==> src/hdl/knsel_pkg.sv <==
// ----------------------------------------------------------------------------
// knsel_pkg: shared definitions for the nearest-to-origin selector
// Default sizes, register map and the command word of the cell chain.
// ----------------------------------------------------------------------------
package knsel_pkg;

  // default sizes
  localparam int MAX_KEEP_DEF   = 16;
  localparam int COORD_BITS_DEF = 16;

  // squared distance, saturated
  localparam int DIST_BITS = 32;

  // configuration register file
  localparam int KEEP_BITS      = 5;
  localparam int APB_ADDR_BITS  = 3;
  localparam int APB_DATA_BITS  = 32;
  localparam logic [KEEP_BITS-1:0] KEEP_RESET = KEEP_BITS'(1);

  // register index (byte address / 4)
  localparam logic REG_KEEP_COUNT = 1'b0;

  // command broadcast to every cell of the chain
  typedef struct packed {
    logic ins;    // rank the new point into the chain
    logic drain;  // move every entry one cell toward the head
  } chain_cmd_t;

endpackage

==> src/hdl/knsel_in_if.sv <==
// ----------------------------------------------------------------------------
// knsel_in_if: point input channel
// Valid/ready channel carrying one point and its end-of-set mark.
// ----------------------------------------------------------------------------
interface knsel_in_if
  import knsel_pkg::*;
#(
  parameter int COORD_BITS = COORD_BITS_DEF
) ();
  logic                         valid;
  logic                         ready;
  logic signed [COORD_BITS-1:0] point_x;
  logic signed [COORD_BITS-1:0] point_y;
  logic                         set_end;

  modport source (output valid, point_x, point_y, set_end, input ready);
  modport sink   (input valid, point_x, point_y, set_end, output ready);
endinterface

==> src/hdl/knsel_out_if.sv <==
// ----------------------------------------------------------------------------
// knsel_out_if: selected point output channel
// Valid/ready channel carrying one selected point and its end-of-run mark.
// ----------------------------------------------------------------------------
interface knsel_out_if
  import knsel_pkg::*;
#(
  parameter int COORD_BITS = COORD_BITS_DEF
) ();
  logic                         valid;
  logic                         ready;
  logic signed [COORD_BITS-1:0] near_x;
  logic signed [COORD_BITS-1:0] near_y;
  logic                         run_end;

  modport source (output valid, near_x, near_y, run_end, input ready);
  modport sink   (input valid, near_x, near_y, run_end, output ready);
endinterface

==> src/hdl/knsel_dist.sv <==
// ----------------------------------------------------------------------------
// knsel_dist: squared distance pipeline
// Stage A squares the coordinate magnitudes, stage B adds and saturates.
// ----------------------------------------------------------------------------
module knsel_dist
  import knsel_pkg::*;
#(
  parameter int COORD_BITS = COORD_BITS_DEF
) (
  input  logic                  clk,
  input  logic                  rst,
  input  logic                  in_valid,
  input  logic [COORD_BITS-1:0] in_x,
  input  logic [COORD_BITS-1:0] in_y,
  input  logic                  in_end,
  output logic                  b_valid,
  output logic                  b_end,
  output logic [COORD_BITS-1:0] b_x,
  output logic [COORD_BITS-1:0] b_y,
  output logic [DIST_BITS-1:0]  b_dist
);

  localparam int SQ_BITS  = 2 * COORD_BITS;
  localparam int SUM_BITS = SQ_BITS + 1;

  logic [COORD_BITS-1:0] mag_x, mag_y;
  logic                  a_valid, a_end;
  logic [COORD_BITS-1:0] a_x, a_y;
  logic [SQ_BITS-1:0]    sq_x, sq_y;
  logic [SUM_BITS-1:0]   sum;
  logic [DIST_BITS-1:0]  dist_next;

  // two's complement magnitude; the most negative value maps to 2^(N-1)
  assign mag_x = in_x[COORD_BITS-1] ? (~in_x + COORD_BITS'(1)) : in_x;
  assign mag_y = in_y[COORD_BITS-1] ? (~in_y + COORD_BITS'(1)) : in_y;

  // stage A control
  always_ff @(posedge clk) begin
    if (rst) begin
      a_valid <= 1'b0;
    end else begin
      a_valid <= in_valid;
    end
  end

  // stage A payload: one multiplier per coordinate
  always_ff @(posedge clk) begin
    a_end <= in_end;
    a_x   <= in_x;
    a_y   <= in_y;
    sq_x  <= SQ_BITS'(mag_x) * SQ_BITS'(mag_x);
    sq_y  <= SQ_BITS'(mag_y) * SQ_BITS'(mag_y);
  end

  assign sum = SUM_BITS'(sq_x) + SUM_BITS'(sq_y);

  // saturate to the distance width
  generate
    if (SUM_BITS > DIST_BITS) begin : g_sat
      assign dist_next = (|sum[SUM_BITS-1:DIST_BITS]) ? '1 : sum[DIST_BITS-1:0];
    end else begin : g_fit
      assign dist_next = DIST_BITS'(sum);
    end
  endgenerate

  // stage B control
  always_ff @(posedge clk) begin
    if (rst) begin
      b_valid <= 1'b0;
    end else begin
      b_valid <= a_valid;
    end
  end

  // stage B payload
  always_ff @(posedge clk) begin
    b_end  <= a_end;
    b_x    <= a_x;
    b_y    <= a_y;
    b_dist <= dist_next;
  end

endmodule

==> src/hdl/knsel_cell.sv <==
// ----------------------------------------------------------------------------
// knsel_cell: one slot of the sorted insertion chain
// Holds one kept point; on insert it keeps, takes the new point or takes its
// left neighbor; on drain it takes its right neighbor.
// ----------------------------------------------------------------------------
module knsel_cell
  import knsel_pkg::*;
#(
  parameter int COORD_BITS = COORD_BITS_DEF
) (
  input  logic                  clk,
  input  logic                  rst,
  input  chain_cmd_t            cmd,
  input  logic                  en,          // slot lies below the keep limit
  input  logic [COORD_BITS-1:0] new_x,
  input  logic [COORD_BITS-1:0] new_y,
  input  logic [DIST_BITS-1:0]  new_dist,
  input  logic                  left_valid,
  input  logic                  left_le,     // left slot ranks before the new point
  input  logic [COORD_BITS-1:0] left_x,
  input  logic [COORD_BITS-1:0] left_y,
  input  logic [DIST_BITS-1:0]  left_dist,
  input  logic                  right_valid,
  input  logic [COORD_BITS-1:0] right_x,
  input  logic [COORD_BITS-1:0] right_y,
  input  logic [DIST_BITS-1:0]  right_dist,
  output logic                  valid,
  output logic                  le,
  output logic [COORD_BITS-1:0] x,
  output logic [COORD_BITS-1:0] y,
  output logic [DIST_BITS-1:0]  slot_dist
);

  logic held;
  logic take_new, take_left;

  // slots beyond the limit read as empty
  assign valid = held && en;
  // equal distance ranks first: a new point never displaces an equal one
  assign le    = valid && !(slot_dist > new_dist);

  assign take_new  = !le && left_le;
  assign take_left = left_valid && !left_le;

  // occupancy
  always_ff @(posedge clk) begin
    if (rst) begin
      held <= 1'b0;
    end else if (cmd.ins) begin
      held <= en && (held || take_new || take_left);
    end else if (cmd.drain) begin
      held <= en && right_valid;
    end
  end

  // payload
  always_ff @(posedge clk) begin
    if (cmd.ins) begin
      if (take_new) begin
        x         <= new_x;
        y         <= new_y;
        slot_dist <= new_dist;
      end else if (take_left) begin
        x         <= left_x;
        y         <= left_y;
        slot_dist <= left_dist;
      end
    end else if (cmd.drain) begin
      x         <= right_x;
      y         <= right_y;
      slot_dist <= right_dist;
    end
  end

endmodule

==> src/hdl/k_nearest_to_origin_select_top.sv <==
// ----------------------------------------------------------------------------
// k_nearest_to_origin_select_top: keeps the k points nearest the origin
// Points stream in on in_ch; on the last point of a set the kept points
// leave on out_ch in ascending squared distance, the last one marked.
// Usage:
//   - keep_count (APB, byte address 0) sets k, 1..MAX_KEEP; 0 acts as 1.
//     Write it only while the block is idle.
//   - in_ch takes one point per cycle while a set is being collected; the
//     squared distance takes two pipeline stages, then the point is ranked
//     into a chain of MAX_KEEP cells.
//   - A point with set_end closes the set: in_ch.ready drops, and the first
//     result follows once that point has been ranked into the chain. The n kept
//     points then leave one per cycle, paced by out_ch.ready through the
//     output register; the chain shifts toward its head each time one leaves.
//   - After the last result is taken from the chain in_ch.ready returns.
//   - Reset empties the chain and the output register and sets keep_count
//     to 1. A stalled receiver simply holds the chain and the output word.
// ----------------------------------------------------------------------------
module k_nearest_to_origin_select_top
  import knsel_pkg::*;
#(
  parameter int MAX_KEEP   = MAX_KEEP_DEF,
  parameter int COORD_BITS = COORD_BITS_DEF
) (
  input  logic                     clk,
  input  logic                     rst,
  input  logic                     psel,
  input  logic                     penable,
  input  logic                     pwrite,
  input  logic [APB_ADDR_BITS-1:0] paddr,
  input  logic [APB_DATA_BITS-1:0] pwdata,
  output logic [APB_DATA_BITS-1:0] prdata,
  output logic                     pready,
  knsel_in_if.sink                 in_ch,
  knsel_out_if.source              out_ch
);

  localparam int LIM_BITS = $clog2(MAX_KEEP + 1);

  typedef enum logic [1:0] {
    ST_COLLECT = 2'b01,
    ST_DRAIN   = 2'b10
  } state_t;

  state_t state, state_next;

  logic [KEEP_BITS-1:0] keep_count;
  logic [LIM_BITS-1:0]  limit;
  logic [MAX_KEEP-1:0]  cell_en;

  logic                  b_valid, b_end;
  logic [COORD_BITS-1:0] b_x, b_y;
  logic [DIST_BITS-1:0]  b_dist;
  logic                  a_hold_end, b_hold_end;
  logic                  in_take;

  chain_cmd_t            cmd;
  logic [MAX_KEEP-1:0]   c_valid, c_le;
  logic [COORD_BITS-1:0] c_x    [MAX_KEEP];
  logic [COORD_BITS-1:0] c_y    [MAX_KEEP];
  logic [DIST_BITS-1:0]  c_dist [MAX_KEEP];
  logic [MAX_KEEP:0]     valid_ext;
  logic                  out_load;

  // ---------------- configuration port ----------------
  assign pready = 1'b1;

  always_ff @(posedge clk) begin
    if (rst) begin
      keep_count <= KEEP_RESET;
    end else if (psel && penable && pwrite && (paddr[2] == REG_KEEP_COUNT)) begin
      keep_count <= pwdata[KEEP_BITS-1:0];
    end
  end

  assign prdata = (paddr[2] == REG_KEEP_COUNT) ? APB_DATA_BITS'(keep_count) : '0;

  // effective limit and the slots it enables
  always_comb begin
    if (keep_count == '0) begin
      limit = LIM_BITS'(1);
    end else if (int'(keep_count) > MAX_KEEP) begin
      limit = LIM_BITS'(MAX_KEEP);
    end else begin
      limit = LIM_BITS'(keep_count);
    end
    for (int i = 0; i < MAX_KEEP; i++) begin
      cell_en[i] = (i < int'(limit));
    end
  end

  // ---------------- input and distance pipeline ----------------
  // hold off new points once the closing point of a set is in flight
  assign in_ch.ready = (state == ST_COLLECT) && !a_hold_end && !b_hold_end;
  assign in_take     = in_ch.valid && in_ch.ready;
  assign b_hold_end  = b_valid && b_end;

  always_ff @(posedge clk) begin
    if (rst) begin
      a_hold_end <= 1'b0;
    end else begin
      a_hold_end <= in_take && in_ch.set_end;
    end
  end

  knsel_dist #(
    .COORD_BITS (COORD_BITS)
  ) u_dist (
    .clk      (clk),
    .rst      (rst),
    .in_valid (in_take),
    .in_x     (in_ch.point_x),
    .in_y     (in_ch.point_y),
    .in_end   (in_ch.set_end),
    .b_valid  (b_valid),
    .b_end    (b_end),
    .b_x      (b_x),
    .b_y      (b_y),
    .b_dist   (b_dist)
  );

  // ---------------- sequencing ----------------
  assign out_load  = (state == ST_DRAIN) && c_valid[0] && (!out_ch.valid || out_ch.ready);
  assign cmd.ins   = (state == ST_COLLECT) && b_valid;
  assign cmd.drain = out_load;

  always_comb begin
    state_next = state;
    case (state)
      ST_COLLECT: if (b_hold_end) state_next = ST_DRAIN;
      ST_DRAIN:   if (!c_valid[0]) state_next = ST_COLLECT;
      default:    state_next = ST_COLLECT;
    endcase
  end

  always_ff @(posedge clk) begin
    if (rst) begin
      state <= ST_COLLECT;
    end else begin
      state <= state_next;
    end
  end

  // ---------------- insertion chain ----------------
  generate
    for (genvar i = 0; i < MAX_KEEP; i++) begin : g_cell
      logic                  l_valid, l_le, r_valid;
      logic [COORD_BITS-1:0] l_x, l_y, r_x, r_y;
      logic [DIST_BITS-1:0]  l_dist, r_dist;

      if (i == 0) begin : g_head
        // head slot: nothing ranks before it
        assign l_valid = 1'b0;
        assign l_le    = 1'b1;
        assign l_x     = '0;
        assign l_y     = '0;
        assign l_dist  = '0;
      end else begin : g_body
        assign l_valid = c_valid[i-1];
        assign l_le    = c_le[i-1];
        assign l_x     = c_x[i-1];
        assign l_y     = c_y[i-1];
        assign l_dist  = c_dist[i-1];
      end

      if (i == MAX_KEEP - 1) begin : g_tail
        assign r_valid = 1'b0;
        assign r_x     = '0;
        assign r_y     = '0;
        assign r_dist  = '0;
      end else begin : g_mid
        assign r_valid = c_valid[i+1];
        assign r_x     = c_x[i+1];
        assign r_y     = c_y[i+1];
        assign r_dist  = c_dist[i+1];
      end

      knsel_cell #(
        .COORD_BITS (COORD_BITS)
      ) u_cell (
        .clk         (clk),
        .rst         (rst),
        .cmd         (cmd),
        .en          (cell_en[i]),
        .new_x       (b_x),
        .new_y       (b_y),
        .new_dist    (b_dist),
        .left_valid  (l_valid),
        .left_le     (l_le),
        .left_x      (l_x),
        .left_y      (l_y),
        .left_dist   (l_dist),
        .right_valid (r_valid),
        .right_x     (r_x),
        .right_y     (r_y),
        .right_dist  (r_dist),
        .valid       (c_valid[i]),
        .le          (c_le[i]),
        .x           (c_x[i]),
        .y           (c_y[i]),
        .slot_dist   (c_dist[i])
      );
    end
  endgenerate

  // ---------------- output register ----------------
  assign valid_ext = {1'b0, c_valid};

  always_ff @(posedge clk) begin
    if (rst) begin
      out_ch.valid <= 1'b0;
    end else if (out_load) begin
      out_ch.valid <= 1'b1;
    end else if (out_ch.ready) begin
      out_ch.valid <= 1'b0;
    end
  end

  always_ff @(posedge clk) begin
    if (out_load) begin
      out_ch.near_x  <= c_x[0];
      out_ch.near_y  <= c_y[0];
      out_ch.run_end <= !valid_ext[1];
    end
  end

endmodule

==> src/flat_wrapper.sv <==
// flat-port wrapper written by rule: the top's interface ports become plain ports
module k_nearest_to_origin_select_top_flat import knsel_pkg::*;
#(
  parameter int MAX_KEEP   = MAX_KEEP_DEF,
  parameter int COORD_BITS = COORD_BITS_DEF
)
  (clk, rst, psel, penable, pwrite, paddr, pwdata, prdata, pready, in_ch_valid, in_ch_point_x, in_ch_point_y, in_ch_set_end, in_ch_ready, out_ch_valid, out_ch_near_x, out_ch_near_y, out_ch_run_end, out_ch_ready);
  knsel_in_if #(.COORD_BITS(COORD_BITS)) in_ch_i ();
  knsel_out_if #(.COORD_BITS(COORD_BITS)) out_ch_i ();
  input  logic clk;
  input  logic rst;
  input  logic psel;
  input  logic penable;
  input  logic pwrite;
  input  logic [APB_ADDR_BITS-1:0] paddr;
  input  logic [APB_DATA_BITS-1:0] pwdata;
  output logic [APB_DATA_BITS-1:0] prdata;
  output logic pready;
  input wire logic [$bits(in_ch_i.valid)-1:0] in_ch_valid;
  input wire logic [$bits(in_ch_i.point_x)-1:0] in_ch_point_x;
  input wire logic [$bits(in_ch_i.point_y)-1:0] in_ch_point_y;
  input wire logic [$bits(in_ch_i.set_end)-1:0] in_ch_set_end;
  output wire logic [$bits(in_ch_i.ready)-1:0] in_ch_ready;
  output wire logic [$bits(out_ch_i.valid)-1:0] out_ch_valid;
  output wire logic [$bits(out_ch_i.near_x)-1:0] out_ch_near_x;
  output wire logic [$bits(out_ch_i.near_y)-1:0] out_ch_near_y;
  output wire logic [$bits(out_ch_i.run_end)-1:0] out_ch_run_end;
  input wire logic [$bits(out_ch_i.ready)-1:0] out_ch_ready;
  assign in_ch_i.valid = in_ch_valid;
  assign in_ch_i.point_x = in_ch_point_x;
  assign in_ch_i.point_y = in_ch_point_y;
  assign in_ch_i.set_end = in_ch_set_end;
  assign in_ch_ready = in_ch_i.ready;
  assign out_ch_valid = out_ch_i.valid;
  assign out_ch_near_x = out_ch_i.near_x;
  assign out_ch_near_y = out_ch_i.near_y;
  assign out_ch_run_end = out_ch_i.run_end;
  assign out_ch_i.ready = out_ch_ready;
  k_nearest_to_origin_select_top #(.MAX_KEEP(MAX_KEEP), .COORD_BITS(COORD_BITS)) u_core (.clk(clk), .rst(rst), .psel(psel), .penable(penable), .pwrite(pwrite), .paddr(paddr), .pwdata(pwdata), .prdata(prdata), .pready(pready), .in_ch(in_ch_i), .out_ch(out_ch_i));
endmodule
==> config.mk <==
export PLATFORM = sky130hd
export DESIGN_NAME = k_nearest_to_origin_select_top_flat
export DESIGN_NICKNAME = d
export VERILOG_FILES = /design/src/hdl/knsel_pkg.sv /design/src/hdl/knsel_in_if.sv /design/src/hdl/knsel_out_if.sv /design/src/hdl/knsel_dist.sv /design/src/hdl/knsel_cell.sv /design/src/hdl/k_nearest_to_origin_select_top.sv /design/src/flat_wrapper.sv
export SDC_FILE = /design/constraint.sdc
export NUM_CORES = 2
export LEC_CHECK = 0
export BUFFER_PORTS_ARGS = -buffer_cell sky130_fd_sc_hd__buf_2
export CAP_MARGIN = 20
export CORE_MARGIN = 3
export CORE_UTILIZATION = 40
export DETAILED_ROUTE_END_ITERATION = 6
export GPL_ROUTABILITY_DRIVEN = 0
export PLACE_DENSITY = 0.55
export SYNTH_ARGS = -nofsm -noshare
export SYNTH_HDL_FRONTEND = slang
export SYNTH_SLANG_ARGS = --single-unit
==> constraint.sdc <==
create_clock -name clk -period 13.1 [get_ports clk]
set_input_delay 1.965 -clock clk [delete_from_list [all_inputs] [get_ports clk]]
set_output_delay 1.965 -clock clk [all_outputs]
set_load 0.01 [all_outputs]
* After elaboration in Yosys (flattened, before gate mapping)
Cells that the tools add are included.
** Storage, ports and cells
- Register bits :: 1246
** Cells by class
- Add/subtract/negate cells :: 3
- Multiply operators :: 2
- Order comparisons :: 33
- Eq/ne operators :: 20
- Multiplexer cells :: 230
- Bitwise operators :: 3
- Reductions and logical operators :: 192
** Operator list (count)
- 2-to-1 mux 16 bit :: 127
- 2-to-1 mux 32 bit :: 63
- > comparator 32 bit :: 16
- logical AND 1 bit :: 104
- multiplier 16 x 16 -> 32 bit :: 2
- != test 3 bit (second input constant) :: 15
- less-than comparator 4 x 5 -> 1 bit (first input constant) :: 8
- logical NOT 1 bit :: 36
- 2-to-1 mux 1 bit :: 34
- AND reduction 2 bit :: 17
- adder 32 x 32 -> 33 bit :: 1
- adder 16 x 1 -> 16 bit (second input constant) :: 2
- logical OR 1 bit :: 32
- inverter 16 bit :: 2
- less-than comparator 3 x 5 -> 1 bit (first input constant) :: 4
- 2-to-1 mux 5 bit :: 3
- less-than comparator 1 x 5 -> 1 bit (first input constant) :: 2
- less-than comparator 2 x 5 -> 1 bit (first input constant) :: 2
- > comparator 5 bit (second input constant) :: 1
- logical NOT 5 bit :: 1
- 2-to-1 mux 2 bit :: 2
- != test 2 bit (second input constant) :: 2
- case mux 2 bit (2 select lines) :: 1
- nonzero test 2 bit :: 2
- other kinds (4) :: 4

* Depth between registers and ports, before layout
- Depth after elaboration :: 12
- Gate-level depth with buffers :: 33
- Mapped depth without buffers :: 32

* Modules after synthesis
From an unflattened synthesis, not the netlist that was laid out.
** Unflattened totals
- Cells, all modules :: 8682
- Area, all modules :: 89393.2 um^2
** By module, submodules not included
- knsel_cell :: instances 16, cells each 407, area each 4277.9 um^2
- knsel_dist :: instances 1, cells each 2030, area each 19148.4 um^2
- k_nearest_to_origin_select_top :: instances 1, cells each 140, area each 1799.2 um^2

* Least setup slack after synthesis
OpenSTA, ideal clock, no wires.
- Kind :: input port to flip-flop
- From :: in in_ch_point_y[0]
- To :: reg u_core.u_dist.sq_y[31]
- Library setup time :: 72 ps
- Data arrival time :: 9420 ps
- Required time :: 13028 ps
- Setup slack :: 3608 ps
- Stages :: 30
- Path through :: inv_2 > clkbuf_1 > ha_1 > nand2_1 > or3_1 > nor2_1 > nand2_1 > o31ai_1 > xor2_1 > clkinv_1 > nand2_1 > fa_1 > inv_1 > fa_1 > fa_1 > fa_1 > fa_1 > inv_1 > fa_1 > inv_1 > ha_1 > a2111oi_0 > o211ai_1 > a31o_2 > or3_1 > o2111ai_1 > a31oi_1 > o21a_1 > nor2_1 > xnor2_1
** On the way
- Word-level cells in the longest chain between the ends :: 4
** Ends and longest elaborated chain
- start: declaration :: line flat_wrapper.sv:21 : input wire logic [$bits(in_ch_i.point_y)-1:0] in_ch_point_y;
- inverter 16 bit :: line knsel_dist.sv:35 : assign mag_y = in_y[COORD_BITS-1] ? (~in_y + COORD_BITS'(1)) : in_y;
- adder 16 x 1 -> 16 bit :: line knsel_dist.sv:35
- 2-to-1 mux 16 bit * :: line knsel_dist.sv:35
- multiplier 16 x 16 -> 32 bit * :: line knsel_dist.sv:52 : sq_y <= SQ_BITS'(mag_y) * SQ_BITS'(mag_y);
- end signal: assignment :: line knsel_dist.sv:52
- end: declaration :: line knsel_dist.sv:29 : logic [SQ_BITS-1:0] sq_x, sq_y;
Mark *: on every way between the ends. The rest lies on a longest branch, timed or not.
A chain may end at the register's enable or synchronous reset.

* Worst setup path in the final report
- From :: in in_ch_point_x[0]
- To :: reg u_core.u_dist.sq_x[30]
** On the way
- Word-level cells in the longest chain between the ends :: 4
** Ends and longest elaborated chain
- start: declaration :: line flat_wrapper.sv:20 : input wire logic [$bits(in_ch_i.point_x)-1:0] in_ch_point_x;
- inverter 16 bit :: line knsel_dist.sv:34 : assign mag_x = in_x[COORD_BITS-1] ? (~in_x + COORD_BITS'(1)) : in_x;
- adder 16 x 1 -> 16 bit :: line knsel_dist.sv:34
- 2-to-1 mux 16 bit * :: line knsel_dist.sv:34
- multiplier 16 x 16 -> 32 bit * :: line knsel_dist.sv:51 : sq_x <= SQ_BITS'(mag_x) * SQ_BITS'(mag_x);
- end signal: assignment :: line knsel_dist.sv:51
- end: declaration :: line knsel_dist.sv:29
Marked as above.

==> results.cfg <==
[grt]
grt_usage = 0.2710
use_met1 = 0.3710
antenna_found_initial = 16
grt_pass1_vias = 66878
grt_max_degree = 207
busiest_layer = met2
grt_first_pass_wirelength_um = 443800
grt_use_met3 = 0.05269
overflow = 0
grt_use_met2 = 0.4141

[sta]
fmax_mhz = 100.3
hold_viol = 0
tightest_slew_ns = 1.224
rsz0062_at_grt = no
setup_slack_ns = 3.134
period_share = 0.7607
maxSlewViolCount = 0
finClkSkew_ns = 0.05315
min_period_ns = 9.966
setup_viol = 0
fin_setup_tns_ns = 0
relSlewSlack = 0.1843

[synth]
async_flop_share = 0
ys_seq_elements = 1242
syn_area_mm2 = 0.08435
synthFlopType = edfxtp_1
synth_top_area_cell = edfxtp_1
synthTopCellsByArea = edfxtp_1, ha_1, fa_1, a221o_1, nand2_1
synth_area_per_cell_um2 = 10.16
ys_warn_count = 0
postSynthCellCount = 8300
synth_most_common_cell = nand2_1
yosys-top-cells-count = nand2_1, edfxtp_1, ha_1
synth_edf_count = 1057
synth.top_cell.area_share = 0.3763
yosysSeqAreaShare = 0.4202
ys_types = 81

[setup_path]
cp_max_fo = 17
crit_required_ns = 13.83
critical_path_arrival_ns = 10.70
crit_path_end_kind = flop
start_kind = input port
worstSetupPathType = input port to flop

[die]
io_pins = 143
initial_utilization = 0.4049
die-area_mm2 = 0.2164
placementRows = 167
die_w_um = 465.2
fp.dieH_um = 465.2
core_mm2 = 0.2083

[power]
max-vdd-ir-drop_uv = 443.5
leakage_nw = 38.80
switching_share = 0.4438
pwr-share-clk = 0.191
power.internal_mw = 11.99
p_seq_frac = 0.222
p_sw_mw = 9.565
combPwrFrac = 0.586
pwr_density_cell_mw_per_mm2 = 233.4
power.total_mw = 21.55

[finish]
area_growth_pct = 9.479
fin_nets = 9286
fin_area_mm2 = 0.09234
n_fill_cell = 19993
drive_gt1_frac = 0.06089

[clock_tree]
cts_hold_buf = 0
cts_buffers = 150
cts_resized = 0
cts_root_buffer = clkbuf_16
cts_max_path_buffers = 3
cts.sinks = 1242
cts_tree = built
clk_latency_ns = 0.85
clkTransAtPathRegs_ns = 0.05
cts_setup_buffers = 0
h-tree-depth = 4

[drt]
drt-total-wl_um = 300600
via_per_inst = 6.165
firstDrtPassIters = 5
post_drt_wl_per_cell_um = 27.16
drtIter0Drc = 7998
drc_errors = 0
num_vias = 68237
ant_nets = 0

[placement]
numPortBuffers = 85
placed_area_mm2 = 0.08753
post-place-ws_ns = 2.260
dp_hpwl_um = 200700

[status]
outcome = finished, final reports clean

[run]
drv_cap = 0

[hold_path]
hold_path.class = flop to flop
worst max-delay path: stages:
cell,delay (ns)
buf_2,0.13
inv_1,0.46
nand3_1,0.27
or4_1,0.56
o31a_1,0.29
xnor2_2,0.48
clkinv_1,0.53
nand2_1,0.26
inv_1,0.08
fa_1,0.48
fa_1,0.46
fa_1,0.50
fa_1,0.52
fa_1,0.54
inv_1,0.05
fa_1,0.52
inv_1,0.04
ha_1,0.40
a21o_1,0.19
a21o_1,0.17
a221oi_1,0.37
nor3b_1,0.29
a211oi_1,0.19
a2111oi_0,0.49
o21bai_1,0.11
a21oi_1,0.18
xnor2_1,0.14
routing by layer:
metal	part of all wire	up-vias
li1	-	30170
met1	0.42	34146
met2	0.44	3340
met3	0.089	573
met4	0.048	8
met5	0.00015	-
kinds of logic after synthesis:
| kind of cell | after synthesis | synth area share |
|---|---|---|
| AOI/OAI and AO/OA | 2063 | 0.1852 |
| muxes | 137 | 0.01629 |
| adders and majority gates | 1069 | 0.1879 |
| DFF | 1242 | 0.4202 |
| and+or+nand+nor | 2526 | 0.1255 |
| buffers and inverters | 1147 | 0.05271 |
| other | 2 | 0.00008904 |
| xor gates and xnor gates | 114 | 0.01202 |
metrics by stage:
stage,hold WS (ns),util,std cells
after floorplan,0.3096,-,8348
after global placement,0.3114,0.4201,10770
after detailed placement,0.3121,0.4202,10773
after CTS,0.3254,0.4428,11044
after global routing,0.3348,0.4432,11064
final,0.3249,0.4433,11068
cells in the final DEF, fill, tap and decap left out, drive strengths merged, types with 122 or more instances in the layout:
cell    instances
clkbuf        217
mux2i         135
a21oi         475
nand4         122
ha            739
buf           211
a221o         645
dfxtp         185
a21o          227
inv           573
o21ai         185
nand2        1363
nand3         169
nor2          643
o211ai        303
edfxtp       1057
fa            330
registers in the layout, summed over array words and instances, names as in the netlist:
register,cells
u_core.u_dist.b_y,16
u_core.u_dist.b_end,1
u_core.u_dist.a_x,15
u_core.out_ch.near_y,16
u_core.u_dist.sq_y,31
u_core.u_dist.b_valid,1
u_core.u_dist.b_x,16
u_core.u_dist.a_valid,1
u_core.g_cell.u_cell.slot_dist,512
u_core.u_dist.a_end,1
u_core.out_ch.near_x,16
u_core.state,2
u_core.keep_count,5
u_core.u_dist.sq_x,31
u_core.u_dist.b_dist,32
u_core.a_hold_end,1
u_core.out_ch.run_end,1
u_core.g_cell.u_cell.held,16
u_core.g_cell.u_cell.y,256
u_core.out_ch.valid,1
u_core.g_cell.u_cell.x,256
u_core.u_dist.a_y,15
worst paths after layout:
kind | startpoint | endpoint | slack [ns] | cells past startpoint
max | in_ch_point_x[0] | u_core.u_dist.sq_x[30] | 3.13 | 27
max reg2reg | u_core.u_dist.b_dist[20] | u_core.g_cell[4].u_cell.x[6] | 6.44 | 11
min | u_core.u_dist.a_y[11] | u_core.u_dist.b_y[11] | 0.32 | 0
min reg2reg | u_core.u_dist.a_y[11] | u_core.u_dist.b_y[11] | 0.32 | 0
power by group through the flow:
stage,sequential [mW],combinational (mW),clock [mW]
6_report,4.79,12.6,4.12
5_1_grt,4.80,14.3,4.33
4_1_cts,4.79,12.7,4.19
3_5_place_dp,4.88,12.6,0
3_3_place_gp,4.88,12.5,0
2_1_floorplan,4.72,9.17,0
area by class of cell:
type	count	area, um^2	area share
Multi-Input combinational cell	5959	45010	0.4874
Tap cell	2788	3488	0.03778
Timing Repair Buffer	213	1479	0.01602
Inverter	576	2162	0.02341
Sequential cell	1242	35450	0.3838
Antenna cell	19	47.55	0.0005149
Clock inverter	56	515.5	0.005582
Clock buffer	215	4194	0.04542
Note: power is estimated with default switching activity, not from simulation.
